==> src/design/cnlc_pkg.sv <==
// ----------------------------------------------------------------------------
// cnlc_pkg: shared types and constants of the card number classifier
// digit chain sizing, verdict codes, control structs and luhn helper
// ----------------------------------------------------------------------------
package cnlc_pkg;

  localparam int MAX_DIGITS = 19;
  localparam int CARD_W     = 63;
  localparam int IN_TDATA_W = 64;
  localparam int COUNT_W    = 5;
  localparam int OUT_TDATA_W = 8;
  localparam int SEQ_W      = $clog2(CARD_W);
  localparam int DIG_IDX_W  = $clog2(MAX_DIGITS);

  localparam logic [1:0] VERDICT_INVALID    = 2'd0;
  localparam logic [1:0] VERDICT_AMEX       = 2'd1;
  localparam logic [1:0] VERDICT_MASTERCARD = 2'd2;
  localparam logic [1:0] VERDICT_VISA       = 2'd3;

  localparam logic [COUNT_W-1:0] LEN_MIN = COUNT_W'(13);
  localparam logic [COUNT_W-1:0] LEN_MAX = COUNT_W'(16);

  typedef struct packed {
    logic clear;
    logic shift;
    logic drain;
  } cell_ctrl_t;

  typedef struct packed {
    logic clear;
    logic step;
  } acc_ctrl_t;

  typedef struct packed {
    logic [1:0]         verdict;
    logic               checksum_ok;
    logic [COUNT_W-1:0] digit_count;
  } result_t;

  // doubled digit with the two product digits summed
  function automatic logic [3:0] luhn_double(input logic [3:0] d);
    logic [4:0] p;
    p = {d, 1'b0};
    if (p > 5'd9) begin
      p = p - 5'd9;
    end
    return p[3:0];
  endfunction

endpackage

==> src/design/card_number_luhn_classifier_core.sv <==
// ----------------------------------------------------------------------------
// card_number_luhn_classifier_core: luhn check and card type of a binary number
// Usage:
//   in_* channel carries one card number per transfer in in_tdata[62:0];
//   bit 63 is ignored. out_* channel returns one result per input transfer.
//   A row of decimal digit cells converts the number bit-serially, most
//   significant bit first, one bit per cycle. The cells then shift their
//   digits down one place per cycle into a serial luhn accumulator. After
//   the drain, once the output register is free, the result is loaded into
//   it, out_tvalid is set and the block returns to idle for the next item.
//   One item is in work at a time; in_tready is high while the block idles,
//   also while a finished result still waits in the output register.
//   If the receiver stalls, the next item completes its work and then holds
//   until the output register is free.
//   Reset (rst_n low, synchronous) returns to idle and drops out_tvalid.
// ----------------------------------------------------------------------------
module card_number_luhn_classifier_core
  import cnlc_pkg::*;
(
  input  logic                   clk,
  input  logic                   rst_n,
  input  logic                   in_tvalid,
  output logic                   in_tready,
  input  logic [IN_TDATA_W-1:0]  in_tdata,   // [62:0] card_value, [63] zero pad
  output logic                   out_tvalid,
  input  logic                   out_tready,
  output logic [OUT_TDATA_W-1:0] out_tdata   // [1:0] verdict, [2] checksum_ok, [7:3] digit_count
);

  typedef enum logic [3:0] {
    ST_IDLE  = 4'b0001,
    ST_CONV  = 4'b0010,
    ST_DRAIN = 4'b0100,
    ST_DONE  = 4'b1000
  } state_t;

  state_t             state_r, state_nxt;
  logic [SEQ_W-1:0]   cnt_r, cnt_nxt;
  logic [CARD_W-1:0]  shreg_r, shreg_nxt;
  logic               out_valid_r, out_valid_nxt;
  result_t            out_res_r, out_res_nxt;

  cell_ctrl_t         cell_ctrl;
  acc_ctrl_t          acc_ctrl;
  result_t            acc_res;
  logic               in_xfer;
  logic               out_free;

  logic [MAX_DIGITS:0]   bit_chain;
  logic [3:0]            digit_q [MAX_DIGITS];
  logic [3:0]            digit_above [MAX_DIGITS];

  assign in_tready = (state_r == ST_IDLE);
  assign in_xfer   = in_tvalid && in_tready;
  assign out_free  = !out_valid_r || out_tready;

  assign cell_ctrl.clear = in_xfer;
  assign cell_ctrl.shift = (state_r == ST_CONV);
  assign cell_ctrl.drain = (state_r == ST_DRAIN);
  assign acc_ctrl.clear  = in_xfer;
  assign acc_ctrl.step   = (state_r == ST_DRAIN);

  assign bit_chain[0] = shreg_r[CARD_W-1];

  genvar k;
  generate
    for (k = 0; k < MAX_DIGITS; k++) begin : g_cell
      if (k == MAX_DIGITS - 1) begin : g_top
        assign digit_above[k] = 4'd0;
      end else begin : g_mid
        assign digit_above[k] = digit_q[k+1];
      end
      cnlc_digit_cell u_cell (
        .clk      (clk),
        .ctrl     (cell_ctrl),
        .bit_in   (bit_chain[k]),
        .bit_out  (bit_chain[k+1]),
        .digit_in (digit_above[k]),
        .digit_q  (digit_q[k])
      );
    end
  endgenerate

  cnlc_luhn_acc u_acc (
    .clk    (clk),
    .ctrl   (acc_ctrl),
    .digit  (digit_q[0]),
    .result (acc_res)
  );

  always_comb begin
    state_nxt     = state_r;
    cnt_nxt       = cnt_r;
    shreg_nxt     = shreg_r;
    out_valid_nxt = out_valid_r;
    out_res_nxt   = out_res_r;
    if (out_valid_r && out_tready) begin
      out_valid_nxt = 1'b0;
    end
    unique case (state_r)
      ST_IDLE: begin
        if (in_xfer) begin
          shreg_nxt = in_tdata[CARD_W-1:0];
          cnt_nxt   = '0;
          state_nxt = ST_CONV;
        end
      end
      ST_CONV: begin
        shreg_nxt = {shreg_r[CARD_W-2:0], 1'b0};
        cnt_nxt   = cnt_r + 1'b1;
        if (cnt_r == SEQ_W'(CARD_W - 1)) begin
          cnt_nxt   = '0;
          state_nxt = ST_DRAIN;
        end
      end
      ST_DRAIN: begin
        cnt_nxt = cnt_r + 1'b1;
        if (cnt_r == SEQ_W'(MAX_DIGITS - 1)) begin
          state_nxt = ST_DONE;
        end
      end
      ST_DONE: begin
        if (out_free) begin
          out_res_nxt   = acc_res;
          out_valid_nxt = 1'b1;
          state_nxt     = ST_IDLE;
        end
      end
      default: begin
        state_nxt = ST_IDLE;
      end
    endcase
  end

  always_ff @(posedge clk) begin
    if (!rst_n) begin
      state_r     <= ST_IDLE;
      out_valid_r <= 1'b0;
      cnt_r       <= '0;
    end else begin
      state_r     <= state_nxt;
      out_valid_r <= out_valid_nxt;
      cnt_r       <= cnt_nxt;
    end
  end

  always_ff @(posedge clk) begin
    shreg_r   <= shreg_nxt;
    out_res_r <= out_res_nxt;
  end

  assign out_tvalid = out_valid_r;
  assign out_tdata  = {out_res_r.digit_count, out_res_r.checksum_ok, out_res_r.verdict};

endmodule

==> src/design/cnlc_digit_cell.sv <==
// ----------------------------------------------------------------------------
// cnlc_digit_cell: one decimal digit of the conversion chain
// shift-and-add-3 step towards the upper neighbour, digit shift towards the lower
// ----------------------------------------------------------------------------
module cnlc_digit_cell
  import cnlc_pkg::*;
(
  input  logic       clk,
  input  cell_ctrl_t ctrl,
  input  logic       bit_in,
  output logic       bit_out,
  input  logic [3:0] digit_in,
  output logic [3:0] digit_q
);

  logic [3:0] digit_r;
  logic [3:0] digit_nxt;
  logic [3:0] adj;

  assign adj     = (digit_r >= 4'd5) ? digit_r + 4'd3 : digit_r;
  assign bit_out = adj[3];
  assign digit_q = digit_r;

  always_comb begin
    priority if (ctrl.clear) begin
      digit_nxt = 4'd0;
    end else if (ctrl.shift) begin
      digit_nxt = {adj[2:0], bit_in};
    end else if (ctrl.drain) begin
      digit_nxt = digit_in;
    end else begin
      digit_nxt = digit_r;
    end
  end

  always_ff @(posedge clk) begin
    digit_r <= digit_nxt;
  end

endmodule

==> src/design/cnlc_luhn_acc.sv <==
// ----------------------------------------------------------------------------
// cnlc_luhn_acc: serial luhn sum, digit count and leading digits
// takes one digit each step cycle, least significant first; forms the verdict
// ----------------------------------------------------------------------------
module cnlc_luhn_acc
  import cnlc_pkg::*;
(
  input  logic       clk,
  input  acc_ctrl_t  ctrl,
  input  logic [3:0] digit,
  output result_t    result
);

  logic [3:0]           sum_r, sum_nxt;
  logic [COUNT_W-1:0]   n_r, n_nxt;
  logic [3:0]           prev_r, prev_nxt;
  logic [3:0]           hi_r, hi_nxt;
  logic [3:0]           lo_r, lo_nxt;
  logic [DIG_IDX_W-1:0] idx_r, idx_nxt;
  logic [3:0]           dd;
  logic [4:0]           sum_add;
  logic [3:0]           tens, ones;
  logic                 ok;

  assign dd      = idx_r[0] ? luhn_double(digit) : digit;
  assign sum_add = {1'b0, sum_r} + {1'b0, dd};

  always_comb begin
    sum_nxt  = sum_r;
    n_nxt    = n_r;
    prev_nxt = prev_r;
    hi_nxt   = hi_r;
    lo_nxt   = lo_r;
    idx_nxt  = idx_r;
    priority if (ctrl.clear) begin
      sum_nxt  = 4'd0;
      n_nxt    = '0;
      prev_nxt = 4'd0;
      hi_nxt   = 4'd0;
      lo_nxt   = 4'd0;
      idx_nxt  = '0;
    end else if (ctrl.step) begin
      sum_nxt  = (sum_add >= 5'd10) ? 4'(sum_add - 5'd10) : sum_add[3:0];
      prev_nxt = digit;
      idx_nxt  = idx_r + 1'b1;
      if (digit != 4'd0) begin
        n_nxt  = COUNT_W'(idx_r) + 1'b1;
        hi_nxt = digit;
        lo_nxt = prev_r;
      end
    end else begin
      sum_nxt = sum_r;
    end
  end

  always_ff @(posedge clk) begin
    sum_r  <= sum_nxt;
    n_r    <= n_nxt;
    prev_r <= prev_nxt;
    hi_r   <= hi_nxt;
    lo_r   <= lo_nxt;
    idx_r  <= idx_nxt;
  end

  // a single digit stands alone as the leading pair
  assign tens = (n_r >= COUNT_W'(2)) ? hi_r : 4'd0;
  assign ones = (n_r >= COUNT_W'(2)) ? lo_r : hi_r;
  assign ok   = (sum_r == 4'd0);

  always_comb begin
    result.checksum_ok = ok;
    result.digit_count = n_r;
    priority if (!ok || n_r < LEN_MIN || n_r > LEN_MAX) begin
      result.verdict = VERDICT_INVALID;
    end else if (tens == 4'd3 && (ones == 4'd4 || ones == 4'd7)) begin
      result.verdict = VERDICT_AMEX;
    end else if (tens == 4'd5 && ones >= 4'd1 && ones <= 4'd5) begin
      result.verdict = VERDICT_MASTERCARD;
    end else if (tens == 4'd4) begin
      result.verdict = VERDICT_VISA;
    end else begin
      result.verdict = VERDICT_INVALID;
    end
  end

endmodule

==> config.mk <==
export PLATFORM = sky130hd
export DESIGN_NAME = card_number_luhn_classifier_core
export DESIGN_NICKNAME = d
export VERILOG_FILES = /design/src/design/cnlc_pkg.sv /design/src/design/card_number_luhn_classifier_core.sv /design/src/design/cnlc_digit_cell.sv /design/src/design/cnlc_luhn_acc.sv
export SDC_FILE = /design/constraint.sdc
export NUM_CORES = 1
export LEC_CHECK = 0
export ABC_AREA = 1
export BUFFER_PORTS_ARGS = -buffer_cell sky130_fd_sc_hd__buf_2
export CAP_MARGIN = 10
export CORE_MARGIN = 2
export CORE_UTILIZATION = 34
export CTS_BUF_LIST = sky130_fd_sc_hd__clkbuf_8
export DETAILED_ROUTE_END_ITERATION = 10
export MAX_ROUTING_LAYER = met4
export PLACE_DENSITY = 0.6
export SYNTH_ARGS = -nofsm -noshare
export SYNTH_HDL_FRONTEND = slang
export SYNTH_SLANG_ARGS = --single-unit
==> constraint.sdc <==
create_clock -name clk -period 6.3 [get_ports clk]
set_input_delay 0.315 -clock clk [delete_from_list [all_inputs] [get_ports clk]]
set_output_delay 0.315 -clock clk [all_outputs]
set_load 0.02 [all_outputs]
[Yosys cells after proc, flatten, opt, wreduce, memory -nomap -nowiden]
Cells that the tools add are included.
Word-level totals
  input port bits: 68
  memory bits (writable): 0
  logic and storage cells: 198
  output and inout port bits: 10
  register bits: 184
  latch bits: 0
  bits in read-only memories: 0
  memories kept: 0
Cells by class
  bitwise logic cells: 0
  multipliers: 0
  multiplexer cells: 78
  div/mod/pow operators: 0
  magnitude comparators: 26
  equal/unequal tests: 15
  shift operators: 0
  reduce and logical (&&, ||, !) cells: 22
  add/sub/neg operators: 24
Operators by type and width (count)
  4-bit 2-to-1 mux: 65
  63-bit case mux with 2 select lines: 1
  4-bit by 3-bit greater-or-equal comparator with 1-bit output, second input constant: 19
  4-bit by 2-bit adder with 4-bit output, second input constant: 18
  63-bit 2-to-1 mux: 1
  4-bit by 3-bit equality test with 1-bit output, second input constant: 5
  6-bit case mux with 3 select lines: 1
  4-bit case mux with 4 select lines: 1
  6-bit 2-to-1 mux: 2
  4-bit by 2-bit equality test with 1-bit output, second input constant: 2
  2-bit AND reduction: 4
  4-bit subtractor, second input constant: 2
  6-bit by 1-bit adder with 6-bit output, second input constant: 1
  6-bit by 5-bit equality test with 1-bit output, second input constant: 1
  6-bit equality test, second input constant: 1
  2-bit by 1-bit inequality test with 1-bit output, second input constant: 3
  4-bit by 4-bit adder with 5-bit output: 1
  5-bit by 1-bit adder with 5-bit output, second input constant: 1
  5-bit by 2-bit greater-or-equal comparator with 1-bit output, second input constant: 1
  5-bit by 4-bit greater-or-equal comparator with 1-bit output, second input constant: 1
  5-bit by 4-bit > comparator with 1-bit output, second input constant: 1
  5-bit > comparator, second input constant: 1
  1-bit logical AND: 5
  5-bit by 4-bit < comparator with 1-bit output, second input constant: 1
  17 further kinds: 26

[Depth between registers and ports, before layout]
Gate-level depths: netlist of run 1.
  word-level depth: 7
  mapped depth: 21
  depth with buffers taken out: 21

[By module]
Synthesis of run 1 repeated with hierarchy kept, for this count alone.
Second synthesis, totals
  cell total of the unflattened synthesis: 1441
  area, all modules: 10791.6 µm²
By module, submodules not included
  cnlc_digit_cell: sequential area each 80.1 µm², times used 19, area each 294.0 µm², cells an instance 44
  card_number_luhn_classifier_core: sequential area each 2352.3 µm², times used 1, area each 3697.3 µm², cells an instance 387
  cnlc_luhn_acc: sequential area each 520.5 µm², times used 1, area each 1507.7 µm², cells an instance 218

[Least setup slack after synthesis of run 1]
OpenSTA, ideal clock, no wires.
  path type: register to register
  from: register g_cell[0].u_cell.digit_r[0]
  to: register u_acc.sum_r[2]
  clock period less this slack: 2654 ps
  setup slack: 3646 ps
  arrival time: 2537 ps
  cell stages (with the launch flop): 21
  path buffers: 0
  required time: 6183 ps
  setup time: 117 ps
  cell sequence: dfxtp_1 > inv_1 > ha_1 > inv_1 > a21oi_1 > xor2_1 > nand2_1 > o21ai_0 > inv_1 > fa_1 > inv_1 > nand2_1 > nand2_1 > inv_1 > ha_1 > nand2_1 > nand3_1 > nand3_1 > nand2_1 > nor2_1 > nor2_1
On the way
  word-level cells in the longest chain between the ends: 6
  elaborated cells on any way between the ends: 8
  classes of those cells: 3 x add/sub; 2 x order compare; 3 x mux
Ends and longest elaborated chain
  start: declaration: RTL line cnlc_digit_cell.sv:16  | logic [3:0] digit_r;
  start signal: assignment: RTL line cnlc_digit_cell.sv:37  | digit_r <= digit_nxt;
  4-bit subtractor / 5-bit by 4-bit > comparator with 1-bit output (equally long branches): RTL line cnlc_pkg.sv:45, cnlc_pkg.sv:44
  4-bit 2-to-1 mux: RTL line cnlc_pkg.sv:44  | if (p > 5'd9) begin
  4-bit 2-to-1 mux (*): RTL line cnlc_luhn_acc.sv:25  | assign dd = idx_r[0] ? luhn_double(digit) : digit;
  4-bit by 4-bit adder with 5-bit output (*): RTL line cnlc_luhn_acc.sv:26  | assign sum_add = {1'b0, sum_r} + {1'b0, dd};
  4-bit subtractor / 5-bit by 4-bit greater-or-equal comparator with 1-bit output (equally long branches): RTL line cnlc_luhn_acc.sv:43  | sum_nxt = (sum_add >= 5'd10) ? 4'(sum_add - 5'd10) : sum_add[3:0];
  4-bit 2-to-1 mux (*): RTL line cnlc_luhn_acc.sv:43
  end signal: assignment: RTL line cnlc_luhn_acc.sv:57  | sum_r <= sum_nxt;
  end: declaration: RTL line cnlc_luhn_acc.sv:14  | logic [3:0] sum_r, sum_nxt;
Every way passes the cells marked *; elsewhere a longest branch is shown, timed or not.
A chain may end at the register's enable or synchronous reset.

[Worst setup path in the final report of run 1]
Ends and elaborated chain as after synthesis.

==> results of run 1 <==
area by class of cell:
type / count / area, um^2
sequential: 184 / 4390
clock buffer: 17 / 234
timing repair buffer: 81 / 418
inverter: 168 / 633
clock inverter: 15 / 140
fill: 3054 / 18300
multi-input combinational: 959 / 4790
tap: 390 / 488
power breakdown:
| group | internal, mW | total [mW] | switching (mW) |
|---|---|---|---|
| sequential | 1.38 | 1.48 | 0.104 |
| clock | 0.290 | 0.770 | 0.479 |
| combinational | 0.194 | 0.527 | 0.332 |
| total | 1.86 | 2.78 | 0.916 |
cell usage in the layout (no fill, tap or decap), types with 2 or more instances in the layout:
master and instances:
ha_1 46, nor2_1 126, nand2_2 2, nor3b_1 4, o32ai_1 10, inv_8 5, o21ai_1 5, a22oi_1 17
inv_1 164, buf_4 5, nand4_1 4, clkbuf_8 17, nand3_2 2, xor2_1 22, a21oi_1 75, buf_2 76
inv_2 4, clkinv_4 5, o21bai_1 16, edfxtp_1 71, dfxtp_1 113, nand3_1 32, o221ai_1 2, nand2_1 395
nor3_1 4, nor2_2 2, o21ai_0 180, o22ai_1 5
flip-flops by register name, indices dropped and copies added (netlist names), 5 cells and up:
signal,cells
shreg_r,63
u_acc.n_r,5
u_acc.idx_r,5
out_tdata,8
g_cell.u_cell.digit_q,76
cnt_r,6
how the worst max path moves through the flow:
stage,cells past startpoint,end
after floorplan,20,u_acc.sum_r[2]$_SDFFE_PP0N_
after global placement,20,u_acc.sum_r[1]$_SDFFE_PP0N_
after detailed placement,20,u_acc.sum_r[2]$_SDFFE_PP0N_
after CTS,20,u_acc.sum_r[2]$_SDFFE_PP0N_
after global routing,20,u_acc.sum_r[2]$_SDFFE_PP0N_
final,20,u_acc.sum_r[2]$_SDFFE_PP0N_
per-layer routing:
| layer | global-route usage, % | wire, um |
|---|---|---|
| met1 | 18.0 | 10400 |
| met2 | 22.9 | 9580 |
| met3 | 2.67 | 698 |
| met4 | 3.62 | 170 |
| met5 | - | 0 |
kinds of logic (layout without fill, tap and decap cells):
logic type / count (synthesis) / after routing
compound gates: 313 / 313
xor+xnor: 23 / 23
fa+ha+maj: 47 / 47
buf+inv: 225 / 281
flops: 184 / 184
simple gates: 576 / 576
worst reg2reg max path, stage by stage, from the launching register on:
cell	delay [ns]
dfxtp_1	0.38
inv_1	0.20
ha_1	0.20
inv_1	0.06
a21oi_1	0.32
xor2_1	0.18
nand2_1	0.06
o21ai_0	0.12
inv_1	0.10
fa_1	0.43
inv_1	0.07
nand2_1	0.06
nand2_1	0.08
inv_1	0.05
ha_1	0.19
nand2_1	0.07
nand3_1	0.12
nand3_1	0.10
nand2_1	0.05
nor2_1	0.10
nor2_1	0.04
cells in the mapped netlist, types with 3 or more instances:
| master | number |
|---|---|
| o21bai_1 | 16 |
| clkbuf_1 | 23 |
| xor2_1 | 22 |
| edfxtp_1 | 71 |
| o21ai_0 | 180 |
| a22oi_1 | 17 |
| buf_2 | 25 |
| nor2_1 | 126 |
| o32ai_1 | 10 |
| inv_2 | 4 |
| buf_6 | 4 |
| ha_1 | 46 |
| nand3_2 | 3 |
| o22ai_1 | 5 |
| dfxtp_1 | 113 |
| inv_1 | 163 |
| nor3b_1 | 4 |
| o21ai_1 | 5 |
| nand2_1 | 397 |
| nor3_1 | 4 |
| a21oi_1 | 75 |
| buf_4 | 3 |
| nand4_1 | 4 |
| nand3_1 | 32 |
per-stage QoR:
step / utilization (%) / instance area, um^2 / hold slack (ns) / power, mW / setup WS (ns)
after floorplan: - / 10100 / 0.399 / 1.89 / 3.65
after global placement: 36.5 / 10700 / 0.440 / 2.02 / 3.31
after detailed placement: 36.5 / 10700 / 0.446 / 2.04 / 3.26
after CTS: 37.8 / 11100 / 0.0370 / 2.82 / 3.24
after global routing: 37.8 / 11100 / 0.0501 / 2.96 / 2.91
final: 37.8 / 11100 / 0.0625 / 2.78 / 3.22
==> flow_metrics.env, run 1 <==
export IMPL_synth_flop_cell="dfxtp_1"
export IMPL_layout_drive_gt1_share_pct=8.85
export IMPL_fin_cells=1814
export IMPL_path_max_fanout=6
export IMPL_grt_usage_pct=14.1
export IMPL_grt_pass1_vias=7794
export IMPL_maxSlewHeadroom_pct=32.5
export IMPL_hold_path_class="in -> reg"
export IMPL_leakage_nw=4.67
export IMPL_fp_dieW_um=176
export IMPL_fp_row_count=63
export IMPL_synth_nets=1483
export IMPL_synth_edf_count=71
export IMPL_status="complete, no violations"
export IMPL_ys_async_sr_fraction_pct=0
export IMPL_start_kind="register"
export IMPL_core_area_um2=29400
export IMPL_dp_cells=1782
export IMPL_ys_ff_latch=184
export IMPL_synth_avg_cell_area_um2=7.37
export IMPL_clockBufferDepth=2
export IMPL_r2r_start="g_cell[0].u_cell.digit_q[0]$_SDFFE_PP0P_"
export IMPL_insertion_delay_ns=0.48
export IMPL_die_area_um2=31100
export IMPL_cts_setup_buffers=0
export IMPL_cts_resized_gates=0
export IMPL_ys_types=36
export IMPL_hold_violations=0
export IMPL_crit_path_start="g_cell[0].u_cell.digit_q[0]$_SDFFE_PP0P_"
export IMPL_crit_path_end_kind="register"
export IMPL_drv_slew=0
export IMPL_min_period_ns=3.08
export IMPL_worstSetupPathType="reg -> reg"
export IMPL_grt_pass1_wl_mm=35.6
export IMPL_vias=8524
export IMPL_dp_hpwl_mm=13.4
export IMPL_yosysTopAreaCell="dfxtp_1"
export IMPL_arrival_ns=3.45
export IMPL_wl_per_cell_um=11.5
export IMPL_synthToLayoutAreaGrowth_pct=10.1
export IMPL_ir_drop_mv=0.108
export IMPL_cts_tree="yes"
export IMPL_path_clk_slew_ns=0.10
export IMPL_fin_tns_setup_ns=0
export IMPL_hold_path_startpoint="rst_n"
export IMPL_slowest_delay_ns=0.43
export IMPL_drt_iter0_markers=494
export IMPL_die_h_um=176
export IMPL_htreeDepth=4
export IMPL_antennaDiodeCount=0
export IMPL_r2r_end="u_acc.sum_r[2]$_SDFFE_PP0N_"
export IMPL_ys_warnings_count=0
export IMPL_cp_slowest_cell="fa_1"
export IMPL_io_buffers=76
export IMPL_initial_core_util_pct=34.3
export IMPL_drt_antenna_violating_nets=0
export IMPL_cts_sinks=184
export IMPL_min_to="state_r[0]$_SDFFE_PN1P_"
export IMPL_cts_inserted_buffers=17
export IMPL_synth_compound_area_share_pct=16.9
export IMPL_wl_mm=20.8
export IMPL_synthAdderAreaFrac_pct=5.90
export IMPL_maxCapViolCount=0
export IMPL_tightest_slew_ns=1.01
export IMPL_antenna_found_initial=0
export IMPL_overflow=0
export IMPL_hold_path_depth=2
export IMPL_firstDrtPassIters=4
export IMPL_io_pins=78
export IMPL_required_ns=6.67
export IMPL_rrSetupSlack_ns=3.22
export IMPL_period_share_pct=48.9
export IMPL_path_buf_inv=5
export IMPL_drc=0
export IMPL_synth_top_area_share_pct=22.4
export IMPL_fmax_mhz=325
export IMPL_skew_ns=0.0214
export IMPL_routed_via_density=4.70
export IMPL_place_congestion=0.806
export IMPL_path_cells="inv_1 -> ha_1 -> inv_1 -> a21oi_1 -> xor2_1 -> nand2_1 -> o21ai_0 -> inv_1 -> fa_1 -> inv_1 -> nand2_1 -> nand2_1 -> inv_1 -> ha_1 -> nand2_1 -> nand3_1 -> nand3_1 -> nand2_1 -> nor2_1 -> nor2_1"
export IMPL_grt_setup_unrepaired="no"
export IMPL_cts_hold_buf=0
export IMPL_synth_seq_area_share_pct=43.6
export IMPL_powerDensity_nw_per_um2=250
export IMPL_synth_top_family_by_area="simple AND/OR/NAND/NOR gates"
export IMPL_synthCells=1368
export IMPL_fin_nets=1526
export IMPL_yosys_area_share_simple_pct=22.5
export IMPL_grt_max_degree=92
export IMPL_synth_xor_area_share_pct=2.00
export IMPL_critical_path_top_delay_family="adder cells"
export IMPL_synth_area_top_cells="dfxtp_1 22%, edfxtp_1 21%, nand2_1 15%"
export IMPL_syn_area_um2=10100
export IMPL_synthMuxAreaShare_pct=0
export IMPL_setup_violations_final=0
export IMPL_root_buffer="clkbuf_8"
export IMPL_ff2ff_path_depth=20
Power figures use the tool's default switching activity.
==> inputs of run 2 (changes only) <==
--- a/config.mk
+++ b/config.mk
@@ -13,7 +13,7 @@
 export CTS_BUF_LIST = sky130_fd_sc_hd__clkbuf_8
 export DETAILED_ROUTE_END_ITERATION = 10
 export MAX_ROUTING_LAYER = met4
-export PLACE_DENSITY = 0.6
+export PLACE_DENSITY = 0.62
 export SYNTH_ARGS = -nofsm -noshare
 export SYNTH_HDL_FRONTEND = slang
 export SYNTH_SLANG_ARGS = --single-unit
==> constraint.sdc (replaced) <==
create_clock -name clk -period 2.7 [get_ports clk]
set_input_delay 0.135 -clock clk [delete_from_list [all_inputs] [get_ports clk]]
set_output_delay 0.135 -clock clk [all_outputs]
set_load 0.02 [all_outputs]
==> run 2 against run 1 <==
Effect of this change: register-to-register slack got worse by 3.0 ns; global-route usage up 1.3 points; die area did not move; sequential power up 130%; first-iteration DRC count grew 27%; final area is 8.6% higher; worst setup slack worse by 3.0 ns; flip-flop and latch count did not move; worst hold slack improved by 0.013 ns; sequential share of layout area decreased by 3.1 points; clock skew shrank 0.0016 ns; critical endpoint unchanged.
==> flow_metrics.env, run 2 (synthesized netlist as in run 1, its figures left out) <==
export IMPL_routed_via_density=4.74
export IMPL_r2r_end="u_acc.sum_r[2]$_SDFFE_PP0N_"
export IMPL_skew_ns=0.0198
export IMPL_path_max_fanout=5
export IMPL_grt_pass1_vias=8362
export IMPL_largest_reg_flops=76
export IMPL_drt_met1_wl_mm=10.9
export IMPL_initial_core_util_pct=34.3
export IMPL_cts_tree="yes"
export IMPL_path_depth=20
export IMPL_layout_drive_gt1_share_pct=10.6
export IMPL_insertion_delay_ns=0.47
export IMPL_setup_violations_final=0
export IMPL_total_power_mw=6.96
export IMPL_hold_path_class="in -> reg"
export IMPL_place_congestion=0.828
export IMPL_critical_path_top_delay_family="adder cells"
export IMPL_grt_max_degree=81
export IMPL_slowest_delay_ns=0.35
export IMPL_tightest_slew_ns=1.00
export IMPL_nFillCells=2985
export IMPL_period_share_pct=90.8
export IMPL_drc=0
export IMPL_fin_tns_setup_ns=0
export IMPL_min_to="state_r[0]$_SDFFE_PN1P_"
export IMPL_met2_length_mm=10.8
export IMPL_wl_mm=22.8
export IMPL_hold_violations=0
export IMPL_drv_slew=0
export IMPL_grt_pass1_wl_mm=38.7
export IMPL_min_period_ns=2.45
export IMPL_powerDensity_nw_per_um2=577
export IMPL_dp_hpwl_mm=14.3
export IMPL_crit_path_end_kind="register"
export IMPL_dr_wl_met3_um=856
export IMPL_arrival_ns=2.82
export IMPL_r2r_start="g_cell[0].u_cell.digit_q[1]$_SDFFE_PP0P_"
export IMPL_core_area_um2=29400
export IMPL_vias=8988
export IMPL_synthToLayoutAreaGrowth_pct=19.6
export IMPL_fmax_mhz=408
export IMPL_antenna_found_initial=0
export IMPL_final_common_cell="nand2_1"
export IMPL_io_pins=78
export IMPL_die_area_um2=31100
export IMPL_clockBufferDepth=2
export IMPL_drt_iter0_markers=627
export IMPL_worstSetupPathType="reg -> reg"
export IMPL_cts_sinks=184
export IMPL_io_buffers=76
export IMPL_cp_slowest_cell="fa_2"
export IMPL_path_cells="inv_1 -> ha_2 -> inv_2 -> a21oi_4 -> xor2_1 -> nand2_1 -> o21ai_2 -> inv_1 -> fa_2 -> inv_1 -> nand2_1 -> nand2_2 -> inv_2 -> ha_4 -> nand2_2 -> nand3_4 -> nand3_1 -> nand2_1 -> nor2_1 -> nor2_1"
export IMPL_drt_antenna_violating_nets=0
export IMPL_overflow=0
export IMPL_leakage_nw=5.07
export IMPL_start_kind="register"
export IMPL_root_buffer="clkbuf_8"
export IMPL_rrSetupSlack_ns=0.25
export IMPL_die_h_um=176
export IMPL_path_buf_inv=5
export IMPL_htreeDepth=4
export IMPL_cts_inserted_buffers=17
export IMPL_grt_usage_pct=15.3
export IMPL_path_clk_slew_ns=0.11
export IMPL_ff2ff_path_depth=20
export IMPL_firstDrtPassIters=5
export IMPL_layout_common_cells="393 x nand2_1, 178 x o21ai_0, 161 x inv_1"
export IMPL_status="complete, no violations"
export IMPL_hold_path_depth=4
export IMPL_fp_dieW_um=176
export IMPL_ir_drop_mv=0.382
export IMPL_grt_setup_unrepaired="no"
export IMPL_cts_setup_buffers=0
export IMPL_maxCapViolCount=0
export IMPL_top_layer="met4"
export IMPL_fp_row_count=63
export IMPL_wl_per_cell_um=12.0
export IMPL_required_ns=3.07
export IMPL_fin_nets=1608
export IMPL_maxSlewHeadroom_pct=32.9
export IMPL_hold_path_startpoint="in_tvalid"
export IMPL_antennaDiodeCount=0
==> run 2: cell count changes in the layout (fill, tap and decap cells not counted), sizes merged <==
cell and change:
buf +17, clkinv -1, clkinvlp -1, bufinv +2, dlygate4sd3 +65
==> run 2: worst max-delay path by stage <==
stage                                             startpoint                           to  slack [ns]
finish              g_cell[0].u_cell.digit_q[1]$_SDFFE_PP0P_  u_acc.sum_r[2]$_SDFFE_PP0N_        0.25
global route        g_cell[0].u_cell.digit_q[1]$_SDFFE_PP0P_  u_acc.sum_r[2]$_SDFFE_PP0N_        0.02
CTS                 g_cell[0].u_cell.digit_q[0]$_SDFFE_PP0P_  u_acc.sum_r[2]$_SDFFE_PP0N_        0.03
global placement    g_cell[0].u_cell.digit_q[0]$_SDFFE_PP0P_  u_acc.sum_r[2]$_SDFFE_PP0N_      -0.008
detailed placement  g_cell[0].u_cell.digit_q[0]$_SDFFE_PP0P_  u_acc.sum_r[2]$_SDFFE_PP0N_       -0.07
floorplan           g_cell[0].u_cell.digit_q[0]$_SDFFE_PP0P_  u_acc.sum_r[2]$_SDFFE_PP0N_        0.05
==> run 2: what timing repair did <==
item,CTS,global route
hold endpoints to repair,73,0
setup endpoints to repair,2,3
resized for setup,2,17
hold buffers,65,0
pin swaps,1,8
==> run 2: routing by layer <==
metal | vias up | global-route usage [%]
met3 | 14 | 2.78
met5 | - | -
met1 | 4136 | 19.7
met4 | 0 | 3.99
met2 | 159 | 24.9
li1 | 4679 | -
==> run 2: through the flow <==
step	setup WS, ns	cells	instance area (um^2)	utilization (%)	hold slack [ns]
global route	0.0200	1896	12100	41.0	0.0557
global placement	-0.00791	1799	10900	37.0	0.372
CTS	0.0254	1896	12000	40.8	0.0428
finish	0.249	1896	12100	41.0	0.0754
detailed placement	-0.0699	1799	10900	37.0	0.371
floorplan	0.0456	1368	10100	-	0.219
==> run 2: worst reg2reg max path: cells and delay by family (launching register included) <==
| kind | cells | cell delay (ns) |
|---|---|---|
| simple gates | 9 | 0.67 |
| xor+xnor | 1 | 0.16 |
| flops | 1 | 0.33 |
| compound gates | 2 | 0.23 |
| fa+ha+maj | 3 | 0.68 |
| buf+inv | 5 | 0.30 |
==> run 2: cell type report <==
type	count	area, um^2	share of cell area, %
clock buffer	17	234	1.94
clock inverter	15	219	1.82
inverter	168	633	5.25
multi-input combinational	959	4850	40.3
sequential	184	4400	36.5
tap	390	488	4.05
timing repair buffer	163	1230	10.2
==> run 2: power breakdown <==
group | internal, mW | switching [mW]
clock network | 0.896 | 1.19
registers | 3.21 | 0.241
logic | 0.581 | 0.843
